File: config.mk
export PLATFORM = sky130hd
export DESIGN_NAME = adpcm_frame_decoder
export DESIGN_NICKNAME = d
export VERILOG_FILES = /design/src/sv/afd_pkg.sv /design/src/sv/adpcm_frame_decoder.sv /design/src/sv/afd_mac.sv
export SDC_FILE = /design/constraint.sdc
export NUM_CORES = 1
export LEC_CHECK = 0
export BUFFER_PORTS_ARGS = -buffer_cell sky130_fd_sc_hd__buf_2
export CAP_MARGIN = 10
export CORE_MARGIN = 2
export CORE_UTILIZATION = 35
export DETAILED_ROUTE_END_ITERATION = 10
export GPL_ROUTABILITY_DRIVEN = 0
export GPL_TIMING_DRIVEN = 0
export SETUP_SLACK_MARGIN = 0.4
export SLEW_MARGIN = 20
export SYNTH_ARGS = -nofsm -noshare
export SYNTH_HDL_FRONTEND = slang
export SYNTH_SLANG_ARGS = --single-unit
File: constraint.sdc
create_clock -name clk -period 12.5 [get_ports clk]
set_clock_uncertainty 0.15 [all_clocks]
set_input_delay 1.25 -clock clk [delete_from_list [all_inputs] [get_ports clk]]
set_output_delay 1.25 -clock clk [all_outputs]
set_load 0.01 [all_outputs]
File: src/sv/afd_pkg.sv
`default_nettype none
package afd_pkg;

	localparam int MAX_CODES = 14;
	localparam int CNT_W     = 4;
	localparam int SAMPLE_W  = 16;
	localparam int COEF_W    = 17;
	localparam int ACC_W     = 33;
	localparam int FRAC_W    = 15;
	localparam int FRAME_W   = 64;
	localparam int CODE_W    = 4;
	localparam int NIB_W     = FRAME_W - 8;
	localparam int APB_AW    = 3;
	localparam int APB_DW    = 32;

	localparam logic signed [ACC_W-1:0] ROUND_BIAS = 33'sh4000;

	// register index, taken from paddr above the byte offset
	localparam logic [APB_AW-3:0] REG_STEREO_MODE = 1'd0;

	typedef struct packed {
		logic [FRAME_W-1:0] frame_data;
		logic [CNT_W-1:0]   sample_count;
		logic               restart;
	} frame_t;

	typedef struct packed {
		logic signed [SAMPLE_W-1:0] sample;
		logic                       channel;
		logic                       last;
	} pcm_t;

	typedef struct packed {
		logic en;
		logic first;
	} mac_ctl_t;

	function automatic logic signed [COEF_W-1:0] coef0(input logic [2:0] sel);
		logic signed [COEF_W-1:0] c;
		case (sel)
			3'd0:    c = 17'sd0;
			3'd1:    c = 17'sd30712;
			3'd2:    c = 17'sd28768;
			3'd3:    c = 17'sd29536;
			3'd4:    c = 17'sd32768;
			3'd5:    c = 17'sd20480;
			3'd6:    c = 17'sd18432;
			3'd7:    c = 17'sd20480;
			default: c = 17'sd0;
		endcase
		return c;
	endfunction

	function automatic logic signed [COEF_W-1:0] coef1(input logic [2:0] sel);
		logic signed [COEF_W-1:0] c;
		case (sel)
			3'd0:    c = 17'sd0;
			3'd1:    c = 17'sd0;
			3'd2:    c = 17'sd6144;
			3'd3:    c = -17'sd18432;
			3'd4:    c = -17'sd20480;
			3'd5:    c = -17'sd21504;
			3'd6:    c = 17'sd21504;
			3'd7:    c = 17'sd18432;
			default: c = 17'sd0;
		endcase
		return c;
	endfunction

endpackage
`default_nettype wire

File: src/sv/adpcm_frame_decoder.sv
// First result of a mono frame: after the frame transaction the decoder passes MUL0, MUL1
//   and FIN, and registers the result in EMIT. One shared multiply-accumulate unit forms both
//   products of each sample. Output backpressure holds EMIT and EMIT_L; a new frame is
//   taken only in IDLE, after the last sample; a frame with zero samples never leaves IDLE.
// Reset: arst_n clears histories, channel phase, left count, stereo_mode and output valid.
`default_nettype none
module adpcm_frame_decoder import afd_pkg::*; (
	input  wire logic              clk,
	input  wire logic              arst_n,
	input  wire logic              frame_valid,
	output logic                   frame_ready,
	input  wire frame_t            frame,
	output logic                   pcm_valid,
	input  wire logic              pcm_ready,
	output pcm_t                   pcm,
	input  wire logic              psel,
	input  wire logic              penable,
	input  wire logic              pwrite,
	input  wire logic [APB_AW-1:0] paddr,
	input  wire logic [APB_DW-1:0] pwdata,
	output logic [APB_DW-1:0]      prdata,
	output logic                   pready
);

	localparam int SUM_W = 21;
	localparam int PRED_W = ACC_W - FRAC_W;
	localparam logic signed [SUM_W-1:0] SAT_MAX = 21'sd32767;
	localparam logic signed [SUM_W-1:0] SAT_MIN = -21'sd32768;
	localparam logic [CNT_W-1:0] MAX_CNT = CNT_W'(MAX_CODES);

	typedef enum logic [5:0] {
		ST_IDLE   = 6'b000001,
		ST_MUL0   = 6'b000010,
		ST_MUL1   = 6'b000100,
		ST_FIN    = 6'b001000,
		ST_EMIT_L = 6'b010000,
		ST_EMIT   = 6'b100000
	} state_t;

	typedef enum logic [1:0] {
		KIND_MONO  = 2'd0,
		KIND_LEFT  = 2'd1,
		KIND_RIGHT = 2'd2
	} frame_kind_t;

	state_t      state_q, state_d;
	frame_kind_t kind_q, kind_d;
	logic        ch_q;
	logic [CNT_W-1:0] n_q, pairs_q, idx_q, left_count_q;
	logic [CNT_W-1:0] n_d, lc_eff, pairs_d;
	logic        phase_q, phase_eff, stereo_q;
	logic [NIB_W-1:0] nib_q;
	logic [2:0]  sel_q;
	logic [3:0]  shift_q;
	logic signed [SAMPLE_W-1:0] samp_q, buf_rd_q;
	logic signed [SAMPLE_W-1:0] h1_q [2];
	logic signed [SAMPLE_W-1:0] h2_q [2];
	logic signed [SAMPLE_W-1:0] buf_mem [MAX_CODES];
	logic        pcm_valid_q;
	pcm_t        pcm_q, pcm_d;

	logic        frame_acc, out_free, pcm_load, advance, finish;
	logic        last_idx, pair_last, in_pair, cfg_wr;
	mac_ctl_t    mac_ctl;
	logic signed [COEF_W-1:0] mac_coef;
	logic signed [SAMPLE_W-1:0] mac_hist;
	logic signed [ACC_W-1:0] acc;
	logic signed [PRED_W-1:0] pred;
	logic signed [CODE_W-1:0] code;
	logic signed [SUM_W-1:0] scaled, sum;
	logic signed [SAMPLE_W-1:0] sat;

	assign frame_ready = (state_q == ST_IDLE);
	assign frame_acc   = frame_valid && frame_ready;
	assign out_free    = !pcm_valid_q || pcm_ready;

	// accept-time decode of the frame
	assign n_d       = (frame.sample_count > MAX_CNT) ? MAX_CNT : frame.sample_count;
	assign phase_eff = frame.restart ? 1'b0 : phase_q;
	assign lc_eff    = frame.restart ? '0 : left_count_q;
	assign pairs_d   = (n_d < lc_eff) ? n_d : lc_eff;
	assign kind_d    = !stereo_q ? KIND_MONO : (phase_eff ? KIND_RIGHT : KIND_LEFT);

	assign last_idx  = (idx_q == n_q - 1'b1);
	assign pair_last = (idx_q == pairs_q - 1'b1);
	assign in_pair   = (idx_q < pairs_q);

	// shared multiply-accumulate: c0*h1 then c1*h2
	assign mac_ctl.en    = (state_q == ST_MUL0) || (state_q == ST_MUL1);
	assign mac_ctl.first = (state_q == ST_MUL0);
	assign mac_coef = (state_q == ST_MUL0) ? coef0(sel_q) : coef1(sel_q);
	assign mac_hist = (state_q == ST_MUL0) ? h1_q[ch_q] : h2_q[ch_q];

	afd_mac u_mac (
		.clk  (clk),
		.ctl  (mac_ctl),
		.coef (mac_coef),
		.hist (mac_hist),
		.acc  (acc)
	);

	assign pred   = acc[ACC_W-1:FRAC_W];
	assign code   = nib_q[NIB_W-1 -: CODE_W];
	assign scaled = SUM_W'(code) <<< shift_q;
	assign sum    = SUM_W'(pred) + scaled;

	always_comb begin
		if (sum > SAT_MAX) begin
			sat = SAT_MAX[SAMPLE_W-1:0];
		end else if (sum < SAT_MIN) begin
			sat = SAT_MIN[SAMPLE_W-1:0];
		end else begin
			sat = sum[SAMPLE_W-1:0];
		end
	end

	always_comb begin
		state_d  = state_q;
		advance  = 1'b0;
		finish   = 1'b0;
		pcm_load = 1'b0;
		pcm_d    = pcm_q;
		case (state_q)
			ST_IDLE: begin
				if (frame_acc && (n_d != '0)) begin
					state_d = ST_MUL0;
				end
			end
			ST_MUL0: state_d = ST_MUL1;
			ST_MUL1: state_d = ST_FIN;
			ST_FIN: begin
				case (kind_q)
					KIND_MONO: state_d = ST_EMIT;
					KIND_RIGHT: begin
						if (in_pair) begin
							state_d = ST_EMIT_L;
						end else if (last_idx) begin
							state_d = ST_IDLE;
							finish  = 1'b1;
						end else begin
							state_d = ST_MUL0;
							advance = 1'b1;
						end
					end
					default: begin
						if (last_idx) begin
							state_d = ST_IDLE;
							finish  = 1'b1;
						end else begin
							state_d = ST_MUL0;
							advance = 1'b1;
						end
					end
				endcase
			end
			ST_EMIT_L: begin
				if (out_free) begin
					pcm_load      = 1'b1;
					pcm_d.sample  = buf_rd_q;
					pcm_d.channel = 1'b0;
					pcm_d.last    = 1'b0;
					state_d       = ST_EMIT;
				end
			end
			ST_EMIT: begin
				if (out_free) begin
					pcm_load      = 1'b1;
					pcm_d.sample  = samp_q;
					pcm_d.channel = ch_q;
					pcm_d.last    = (kind_q == KIND_RIGHT) ? pair_last : last_idx;
					if (last_idx) begin
						state_d = ST_IDLE;
						finish  = 1'b1;
					end else begin
						state_d = ST_MUL0;
						advance = 1'b1;
					end
				end
			end
			default: state_d = ST_IDLE;
		endcase
	end

	always_ff @(posedge clk or negedge arst_n) begin
		if (!arst_n) begin
			state_q      <= ST_IDLE;
			kind_q       <= KIND_MONO;
			ch_q         <= 1'b0;
			n_q          <= '0;
			pairs_q      <= '0;
			idx_q        <= '0;
			left_count_q <= '0;
			phase_q      <= 1'b0;
			h1_q[0]      <= '0;
			h1_q[1]      <= '0;
			h2_q[0]      <= '0;
			h2_q[1]      <= '0;
			pcm_valid_q  <= 1'b0;
		end else begin
			state_q <= state_d;
			if (frame_acc) begin
				kind_q  <= kind_d;
				ch_q    <= (kind_d == KIND_RIGHT);
				n_q     <= n_d;
				pairs_q <= pairs_d;
				idx_q   <= '0;
				if (frame.restart) begin
					h1_q[0] <= '0;
					h1_q[1] <= '0;
					h2_q[0] <= '0;
					h2_q[1] <= '0;
				end
				// an empty left or right frame still moves the stereo phase
				if (n_d == '0) begin
					case (kind_d)
						KIND_LEFT: begin
							left_count_q <= '0;
							phase_q      <= 1'b1;
						end
						KIND_RIGHT: begin
							left_count_q <= '0;
							phase_q      <= 1'b0;
						end
						default: begin
							left_count_q <= lc_eff;
							phase_q      <= phase_eff;
						end
					endcase
				end else begin
					left_count_q <= lc_eff;
					phase_q      <= phase_eff;
				end
			end
			if (state_q == ST_FIN) begin
				h2_q[ch_q] <= h1_q[ch_q];
				h1_q[ch_q] <= sat;
			end
			if (advance) begin
				idx_q <= idx_q + 1'b1;
			end
			if (finish) begin
				case (kind_q)
					KIND_LEFT: begin
						left_count_q <= n_q;
						phase_q      <= 1'b1;
					end
					KIND_RIGHT: begin
						left_count_q <= '0;
						phase_q      <= 1'b0;
					end
					default: ;
				endcase
			end
			if (pcm_load) begin
				pcm_valid_q <= 1'b1;
			end else if (pcm_ready) begin
				pcm_valid_q <= 1'b0;
			end
		end
	end

	always_ff @(posedge clk) begin
		if (frame_acc) begin
			nib_q   <= frame.frame_data[NIB_W-1:0];
			sel_q   <= frame.frame_data[FRAME_W-6 -: 3];
			shift_q <= frame.frame_data[FRAME_W-1 -: 4];
		end else if (advance) begin
			nib_q <= {nib_q[NIB_W-CODE_W-1:0], {CODE_W{1'b0}}};
		end
		if (state_q == ST_FIN) begin
			samp_q <= sat;
		end
		if (pcm_load) begin
			pcm_q <= pcm_d;
		end
	end

	// left frame buffer, registered read at the current sample index
	always_ff @(posedge clk) begin
		if ((state_q == ST_FIN) && (kind_q == KIND_LEFT)) begin
			buf_mem[idx_q] <= sat;
		end
		buf_rd_q <= buf_mem[idx_q];
	end

	assign pcm_valid = pcm_valid_q;
	assign pcm       = pcm_q;

	assign cfg_wr = psel && penable && pwrite && pready;

	always_ff @(posedge clk or negedge arst_n) begin
		if (!arst_n) begin
			stereo_q <= 1'b0;
		end else if (cfg_wr && (paddr[APB_AW-1:2] == REG_STEREO_MODE)) begin
			stereo_q <= pwdata[0];
		end
	end

	assign pready = 1'b1;
	assign prdata = (paddr[APB_AW-1:2] == REG_STEREO_MODE) ?
		{{(APB_DW-1){1'b0}}, stereo_q} : '0;

	a_left_silent: assert property (@(posedge clk) disable iff (!arst_n)
		(kind_q == KIND_LEFT && state_q != ST_IDLE) |-> !pcm_load)
		else $error("result emitted during a left frame");

	a_left_count: assert property (@(posedge clk) disable iff (!arst_n)
		left_count_q <= MAX_CNT)
		else $error("left count beyond buffer depth");

	a_pair_order: assert property (@(posedge clk) disable iff (!arst_n)
		(state_q == ST_EMIT_L && out_free) |=> (state_q == ST_EMIT))
		else $error("left sample not followed by right sample");

	a_idx_range: assert property (@(posedge clk) disable iff (!arst_n)
		(state_q != ST_IDLE) |-> (idx_q < n_q))
		else $error("sample index past frame count");

endmodule
`default_nettype wire

File: src/sv/afd_mac.sv
`default_nettype none
module afd_mac import afd_pkg::*; (
	input  wire logic                     clk,
	input  wire mac_ctl_t                 ctl,
	input  wire logic signed [COEF_W-1:0] coef,
	input  wire logic signed [SAMPLE_W-1:0] hist,
	output logic signed [ACC_W-1:0]       acc
);

	logic signed [ACC_W-1:0] prod;
	logic signed [ACC_W-1:0] acc_q;

	assign prod = ACC_W'(coef) * ACC_W'(hist);

	// first product starts from the rounding bias, second one accumulates
	always_ff @(posedge clk) begin
		if (ctl.en) begin
			if (ctl.first) begin
				acc_q <= prod + ROUND_BIAS;
			end else begin
				acc_q <= acc_q + prod;
			end
		end
	end

	assign acc = acc_q;

endmodule
`default_nettype wire

==> results of run 1 <==
-- flip-flops by register name, summed over array words and instances (netlist names), 6 cells and up, named ones only --
register,cells
buf_mem,224
nib_q,56
h1_q,32
h2_q,32
u_mac.acc,30
pcm,18
buf_rd_q,16
samp_q,16
state_q,6
-- cells in the final DEF (no fill, tap or decap), drive strengths merged, types with 7 or more instances in the layout --
cell	n
nor2	126
nor3b	9
clkinv	20
nand2b	31
and2	29
ha	155
a211oi	11
buf	187
dfrtp	90
xor2	32
xnor2	67
nand4	8
o211ai	8
mux2i	30
a21oi	93
and3	24
conb	32
o21a	11
a221o	31
nand3	29
fa	233
inv	353
a31oi	11
a21o	28
o21bai	10
mux2	46
nor3	23
o21ai	95
a22o	40
o31ai	7
edfxtp	351
mux4	73
clkbuf	129
nand2	426
dfxtp	28
nor2b	20
-- routing by layer --
| metal | vias up | routed length, µm | GRT usage |
|---|---|---|---|
| met5 | - | 79 | 0 |
| met4 | 14 | 1930 | 0.0442 |
| met3 | 115 | 4870 | 0.0260 |
| met2 | 641 | 36700 | 0.280 |
| met1 | 10400 | 35800 | 0.244 |
| li1 | 9771 | - | - |
-- logic make-up (layout without fill, tap and decap cells) --
logic type / count (synthesis) / count (layout) / share of synthesized area
AOI/OAI and AO/OA: 391 / 391 / 0.0865
xor gates and xnor gates: 99 / 99 / 0.0283
adders and majority gates: 388 / 388 / 0.210
buffers and inverters: 483 / 693 / 0.0631
DFF: 470 / 470 / 0.425
muxes: 149 / 149 / 0.0784
other: 2 / 32 / 0.000239
and+or+nand+nor: 755 / 755 / 0.108
-- timing repair --
| action | 4_1_cts | 5_1_grt |
|---|---|---|
| endpoints found under the setup margin | 0 | 1 |
| resized for setup | 0 | 0 |
| setup buffers | 0 | 2 |
-- power breakdown --
part | internal, µW | switching [µW]
clock network | 739 | 611
logic | 623 | 1340
registers | 2170 | 83.3
-- final timing paths --
check | start | end | cells past startpoint
min in group asynchronous | arst_n | idx_q[3] | 1
max in group asynchronous | arst_n | h1_q[10] | 2
worst min register to register | state_q[3] | state_q[3] | 1
worst max register to register | kind_q[1] | u_mac.acc[32] | 31
worst min-delay path | state_q[3] | state_q[3] | 1
worst max-delay path | kind_q[1] | u_mac.acc[32] | 31
-- final cells by class --
class	instances	area, µm²	share of cell area
multi-input combinational	1814	16300	0.460
tap	1165	1460	0.0411
buffer	133	674	0.0190
sequential	470	13400	0.378
inverter	350	1310	0.0371
timing repair buffer	128	852	0.0240
clock inverter	27	253	0.00713
clock buffer	55	1210	0.0341
-- stage by stage --
| step | setup slack (ns) | hold slack (ns) | utilization | total power [µW] | cells |
|---|---|---|---|---|---|
| floorplan | 3.68 | 0.279 | - | 3520 | 2767 |
| global placement | 1.14 | 0.304 | 0.378 | 4170 | 4029 |
| detailed placement | 1.21 | 0.311 | 0.382 | 4240 | 4058 |
| CTS | 1.18 | 0.320 | 0.399 | 5600 | 4140 |
| global route | 0.899 | 0.334 | 0.399 | 5900 | 4142 |
| finish | 1.64 | 0.315 | 0.399 | 5570 | 4142 |
==> flow_summary.ini, run 1 <==
[yosys]
netlist_instances = 2737
netlist_top_cells_count = 426 x nand2_1, 351 x edfxtp_1, 347 x inv_1
ys_seq_elements = 470
synth_area_leader_cell = edfxtp_1
synthesis.area_um2 = 31500
yosysMostFrequentCell = nand2_1
postSynth.asyncResetShare = 0.194
yosysUniqueCellTypes = 100
avgSynthCellArea_um2 = 11.5
ys_warn_count = 0
synth-edff-count = 351
ys_seq_area_frac = 0.425
synth_top_area_frac = 0.335
yosys-top-cells-area = edfxtp_1 34%, fa_1 15%, dfrtp_1 7.2%, ha_1 6.2%, mux4_2 5.2%
synth_ff_type = edfxtp_1

[clocking]
clock_latency_ns = 0.59
hold_buffers = 0
numCtsBuffers = 44
cts_tree = built
cts-root-buf = clkbuf_16
clock_sinks = 470
cts_max_path_buffers = 3
path_clk_slew_ns = 0.07
cts_htree_levels = 2

[grt]
antenna_found_initial = 8
overflow = 0
grt_pass1_wl_mm = 125
grt_pass1_vias = 21500
track_usage = 0.173
grt_max_degree = 78

[routing]
vias = 21000
postRouteAntennaNets = 0
drc = 0
dr.pass1.iters = 5
drt-total-wl_mm = 79.4
avgViaCountPerCell = 5.06
wl_per_cell_um = 19.2
drtIter0Drc = 1637

[sta]
fin_crit_sh = 0.869
slew_viol_final = 0
grt_setup_unrepaired = no
hold_viol_final = 0
worst_pin_slew_ns = 1.12
setup_tns_ns = 0
fin_crit_ns = 10.86
setup_viol = 0
fmax_mhz = 92.1
slew_headroom = 0.252

[worst_setup_path]
critical_path_required_ns = 12.65
critPathArrivalTime_ns = 11.01
cp_common_cell = fa_1
critPathMaxStageDelay_ns = 0.69
slowest_stage = clkbuf_1
cpLargestDelayFamily = adder cells
worstSetupPathType = register to register
endpoint_kind = register
worstPathMaxFanout = 10
cp_num_buf_inv = 8
ff2ff_setup_slack_ns = 1.64
critPathLaunchType = register

[floorplan]
coreArea_um2 = 88800
start_util = 0.354
std_cell_rows = 109
ios = 164
fp.dieH_um = 304
die_w_um = 304
die-area_um2 = 92300

[finish]
nets = 3440
n_antenna_cell = 0
drive_above_1_share = 0.147
fillers = 8516
syn_to_final_growth_pct = 12.6
fin_area_um2 = 35400

[placed_design]
dpl.hpwl_mm = 61.7
dpl_cell_area_um2 = 34000
port_buffers = 97

[min_path]
hold_class = register to register

[power_and_ir_drop]
ir_drop_mv = 0.142
power_density_nw_per_um2 = 157
power.leakage_uw = 0.0154

[status]
status = completed

[run]
cap_violations = 0
No activity file was read; power rests on OpenSTA's default activity.
==> inputs of run 2 (changes only) <==
Settings changed: RECOVER_POWER set to 25, SYNTH_HIERARCHICAL set to 1.
==> flow_summary.ini, run 2 <==
[status]
status = complete, but fails checks
violations = max-capacitance violations, max-slew violations

[yosys]
synth_area_leader_cell = edfxtp_1
synth_ff_type = edfxtp_1
yosys-top-cells-area = edfxtp_1 31%, fa_1 16%, dfrtp_1 6.6%, ha_1 5.9%, mux4_2 5.3%
synth_top_area_frac = 0.313
ys_seq_area_frac = 0.397
avgSynthCellArea_um2 = 11.2
synth-edff-count = 354
synthesis.area_um2 = 33900
netlist_instances = 3041
yosysMostFrequentCell = nand2_1
ys_warn_count = 6
yosysUniqueCellTypes = 105
postSynth.asyncResetShare = 0.192
ys_seq_elements = 473
netlist_top_cells_count = 429 x nand2_1, 366 x inv_1, 354 x edfxtp_1

[power_and_ir_drop]
total_power_uw = 6200
power_density_nw_per_um2 = 162
ir_drop_mv = 0.121
power.leakage_uw = 0.0160

[routing]
vias = 22800
drtIter0Drc = 1720
wl_per_cell_um = 18.1
drc = 0
drt-total-wl_mm = 83.1
postRouteAntennaNets = 0
avgViaCountPerCell = 4.98
dr.pass1.iters = 6

[sta]
setup_viol = 0
setup_tns_ns = 0
grt_setup_unrepaired = no
layout_setup_ws_ns = 0.983
fmax_mhz = 86.8
fin_crit_ns = 11.52
slew_headroom = -1.51
slew_viol_final = 125
hold_viol_final = 0
fin_crit_sh = 0.921
worst_pin_slew_ns = 3.76

[floorplan]
fp.dieH_um = 315
ios = 164
std_cell_rows = 114
die-area_um2 = 99400
die_w_um = 315
start_util = 0.352
coreArea_um2 = 96400

[placed_design]
dp_slack_ns = 0.339
port_buffers = 96
dpl_cell_area_um2 = 36600
dpl.hpwl_mm = 63.5

[grt]
grt_pass1_vias = 22900
antenna_found_initial = 10
track_usage = 0.169
grt_max_degree = 72
overflow = 0
grt_pass1_wl_mm = 132

[clocking]
numCtsBuffers = 49
hold_buffers = 0
cts_max_path_buffers = 3
clock_sinks = 473
cts_tree = built
clock_latency_ns = 0.61
cts-root-buf = clkbuf_16
cts_htree_levels = 2
path_clk_slew_ns = 0.06

[run]
cap_violations = 3

[finish]
fin_area_um2 = 38200
layout_commonest_cell = nand2_1
final_util = 0.396
drive_above_1_share = 0.124
nets = 3818
largest_register_ffs = 224
layout_common_cells = 428 x nand2_1, 366 x inv_1, 354 x edfxtp_1
fillers = 9398
syn_to_final_growth_pct = 12.7
regMostFlops = buf_mem

[min_path]
hold_class = register to register
min_from = h2_q[7]

[worst_setup_path]
cp_common_cell = fa_1
critPathArrivalTime_ns = 11.82
worstSetupPathType = register to register
critPathMaxStageDelay_ns = 0.59
slowest_stage = fa_1
endpoint_kind = register
critical_path_required_ns = 12.80
worstReg2RegStart = state_q[0]
critPathLaunchType = register
worstPathMaxFanout = 10
startpoint = state_q[0]
-- run 2: changes by cell type in the layout (fill, tap and decap cells not counted), moves of 28 or more --
cell,change
a221o_1,-31
and2_1,+112
clkbuf_1,+55
fa_1,+45
nand3_1,+31
nor3_1,+28
-- run 2: report_power, final --
group / internal, µW / total, µW / switching, µW
Combinational: 776 / 2390 / 1610
Clock: 874 / 1520 / 642
Sequential: 2210 / 2300 / 90.2
Total: 3850 / 6200 / 2350
-- run 2: routing by layer --
| layer | vias to the layer above | share of wire | track usage |
|---|---|---|---|
| met4 | 16 | 0.026 | 0.0446 |
| met3 | 127 | 0.058 | 0.0293 |
| met5 | - | 0.0011 | 0 |
| li1 | 10800 | - | - |
| met2 | 613 | 0.47 | 0.274 |
| met1 | 11300 | 0.45 | 0.235 |
-- run 2: logic make-up after synthesis --
logic type	count (synthesis)	share of synthesized area
and+or+nand+nor	918	0.129
xor gates and xnor gates	97	0.0258
AOI/OAI and AO/OA	442	0.0894
adders and majority gates	439	0.224
other	2	0.000221
buffers and inverters	534	0.0636
DFF	473	0.397
muxes	136	0.0712
-- run 2: path summary, 6_finish.rpt --
check	cells after the start	to	slack [ns]
worst max-delay path	37	u_mac/acc[31]	0.98
min in group asynchronous	1	state_q[1]	0.76
worst min-delay path	1	h2_q[7]	0.34
worst max register to register	37	u_mac/acc[31]	0.98
worst min register to register	1	h2_q[7]	0.34
max in group asynchronous	2	h2_q[28]	7.22
-- run 2: what timing repair did --
item                       in CTS  in global routing
resized for setup               1                 24
cloned                          0                  0
setup endpoints to repair       1                  3
pin swaps                       0                  1
buffers inserted                0                  5
-- run 2: layout make-up --
class / instances / area, µm² / share of cell area
diodes: 1 / 2.50 / 0.0000655
plain buffers: 165 / 787 / 0.0206
clock buffers: 58 / 1290 / 0.0338
clock inverters: 34 / 397 / 0.0104
inverters: 369 / 1390 / 0.0363
multi-input cells: 2085 / 18500 / 0.485
flip-flops and latches: 473 / 13500 / 0.352
well taps: 1276 / 1600 / 0.0418
repair buffers: 125 / 774 / 0.0203
-- run 2: worst max-delay path: cells and delay by family, from the launching register on --
kind	cells	cell delay (ns)
fa+ha+maj	8	3.74
xor+xnor	1	0.39
flops	1	0.51
simple gates	9	1.47
buf+inv	10	2.21
compound gates	7	2.05
mux	2	0.80
-- run 2: stage by stage --
step,instances,hold WS (ns)
final,4586,0.344
after global routing,4586,0.361
after CTS,4579,0.325
after detailed placement,4487,0.331
after global placement,4464,0.328
after floorplan,3092,0.311
==> inputs of run 3 (changes only) <==
Settings changed: ABC_AREA set to 1, BUFFER_PORTS_ARGS -buffer_cell sky130_fd_sc_hd__buf_2 to unset, DONT_BUFFER_PORTS set to 1.
==> flow_summary.ini, run 3 <==
[yosys]
synth-edff-count = 354
synth_ff_type = edfxtp_1
ys_seq_elements = 473
synth_top_area_frac = 0.302
ys_seq_area_frac = 0.382
avgSynthCellArea_um2 = 8.47
synth_area_leader_cell = edfxtp_1
synthesis.area_um2 = 35200
yosys-top-cells-area = edfxtp_1 30%, fa_1 16%, nand2_1 13%, inv_1 7.8%, dfrtp_1 6.4%
netlist_instances = 4159
ys_warn_count = 6
netlist_top_cells_count = 1175 x nand2_1, 736 x inv_1, 354 x edfxtp_1
yosysMostFrequentCell = nand2_1
yosysUniqueCellTypes = 56
postSynth.asyncResetShare = 0.192

[worst_setup_path]
cp_num_buf_inv = 13
critPathArrivalTime_ns = 11.06
worstPathMaxFanout = 12
cp_common_cell = nand2_1
critPathMaxStageDelay_ns = 0.87
endpoint_kind = register
slowest_stage = clkbuf_1
critical_path_required_ns = 12.67
worstSetupPathType = register to register
critPathLaunchType = register
cpLargestDelayFamily = adder cells

[grt]
antenna_found_initial = 2
overflow = 0
grt_pass1_wl_mm = 155
grt_pass1_vias = 27100
grt_max_degree = 92
track_usage = 0.193

[sta]
slew_headroom = 0.0119
hold_viol_final = 0
setup_viol = 0
fin_crit_sh = 0.871
grt_setup_unrepaired = no
layout_setup_ws_ns = 1.62
fin_crit_ns = 10.88
slew_viol_final = 0
fmax_mhz = 91.9
setup_tns_ns = 0
worst_pin_slew_ns = 1.48

[floorplan]
start_util = 0.352
fp.dieH_um = 321
coreArea_um2 = 100000
std_cell_rows = 116
ios = 164
die-area_um2 = 103000
die_w_um = 321

[routing]
avgViaCountPerCell = 4.90
drtIter0Drc = 2458
drc = 0
dr.pass1.iters = 6
wl_per_cell_um = 17.6
vias = 27400
drt-total-wl_mm = 98.5
postRouteAntennaNets = 0

[finish]
syn_to_final_growth_pct = 10.0
drive_above_1_share = 0.0530
layout_commonest_cell = nand2_1
largest_register_ffs = 224
nets = 4812
final_util = 0.388
regMostFlops = buf_mem
layout_common_cells = 1174 x nand2_1, 739 x inv_1, 354 x edfxtp_1

[clocking]
cts_tree = built
path_clk_slew_ns = 0.07
hold_buffers = 0
cts_resized = 0
cts_max_path_buffers = 3
clock_sinks = 473
cts_htree_levels = 2
postCtsSetupBuffers = 0
cts-root-buf = clkbuf_16
clock_latency_ns = 0.59
numCtsBuffers = 46

[placed_design]
dp_slack_ns = 1.79
dpl.hpwl_mm = 76.4
port_buffers = 0

[min_path]
hold_class = input pin to async pin

[run]
cap_violations = 0

[status]
status = completed
run 3: kinds of logic (layout without fill, tap and decap cells):
kind of cell	after synthesis	count (layout)	share of synthesized area
compound gates	458	458	0.0730
simple gates	1778	1778	0.208
fa+ha+maj	439	439	0.215
mux	1	1	0.000284
other cells	2	42	0.000213
xor+xnor	58	58	0.0151
buf+inv	950	1051	0.106
flops	473	473	0.382
run 3: worst register-to-register path, delay by kind of cell (launching register included):
| kind | cells | cell delay (ns) |
|---|---|---|
| DFF | 1 | 0.41 |
| AOI/OAI and AO/OA | 4 | 0.82 |
| and+or+nand+nor | 14 | 1.69 |
| buffers and inverters | 13 | 3.25 |
| adders and majority gates | 8 | 3.78 |
| xor gates and xnor gates | 1 | 0.54 |
run 3: path summary, 6_finish.rpt:
path                                start            end  slack, ns  depth (start not counted)
worst min register to register   h1_q[17]       h1_q[17]       0.36                          2
max in group asynchronous          arst_n     state_q[0]      11.75                          0
min in group clk                 h1_q[17]       h1_q[17]       0.36                          2
worst min-delay path               arst_n       idx_q[0]       0.20                          0
worst max-delay path            kind_q[1]  u_mac/acc[26]       1.62                         40
worst max register to register  kind_q[1]  u_mac/acc[26]       1.62                         40
run 3: metal layers:
layer  part of all wire  global-route usage  up-vias  routed length, µm
met5                  0                   0        -                  0
met4              0.028              0.0515        0               2710
met1               0.44               0.267    13200              43200
li1                   -                   -    13200                  -
met3              0.070              0.0281      162               6950
met2               0.46               0.316      906              45700
run 3: per-stage QoR:
step	instances	hold WS [ns]	area, µm²
final	5598	0.199	38800
after CTS	5597	0.179	38900
after global routing	5598	0.180	38800
after floorplan	4198	0.328	35400
after detailed placement	5512	0.347	37300
after global placement	5496	0.344	37000
run 3: layout make-up:
class | count | area [µm²]
fillers | 10100 | 61200
multi-input cells | 2775 | 18200
flip-flops and latches | 473 | 13500
inverters | 757 | 2840
well taps | 1298 | 1620
clock buffers | 68 | 1370
plain buffers | 193 | 872
clock inverters | 17 | 228
repair buffers | 16 | 184
diodes | 1 | 2.50
Power of run 3 is left out: the tool's default activity adds up to more than one toggle a clock period on the data nets, which glitch-free logic cannot reach.
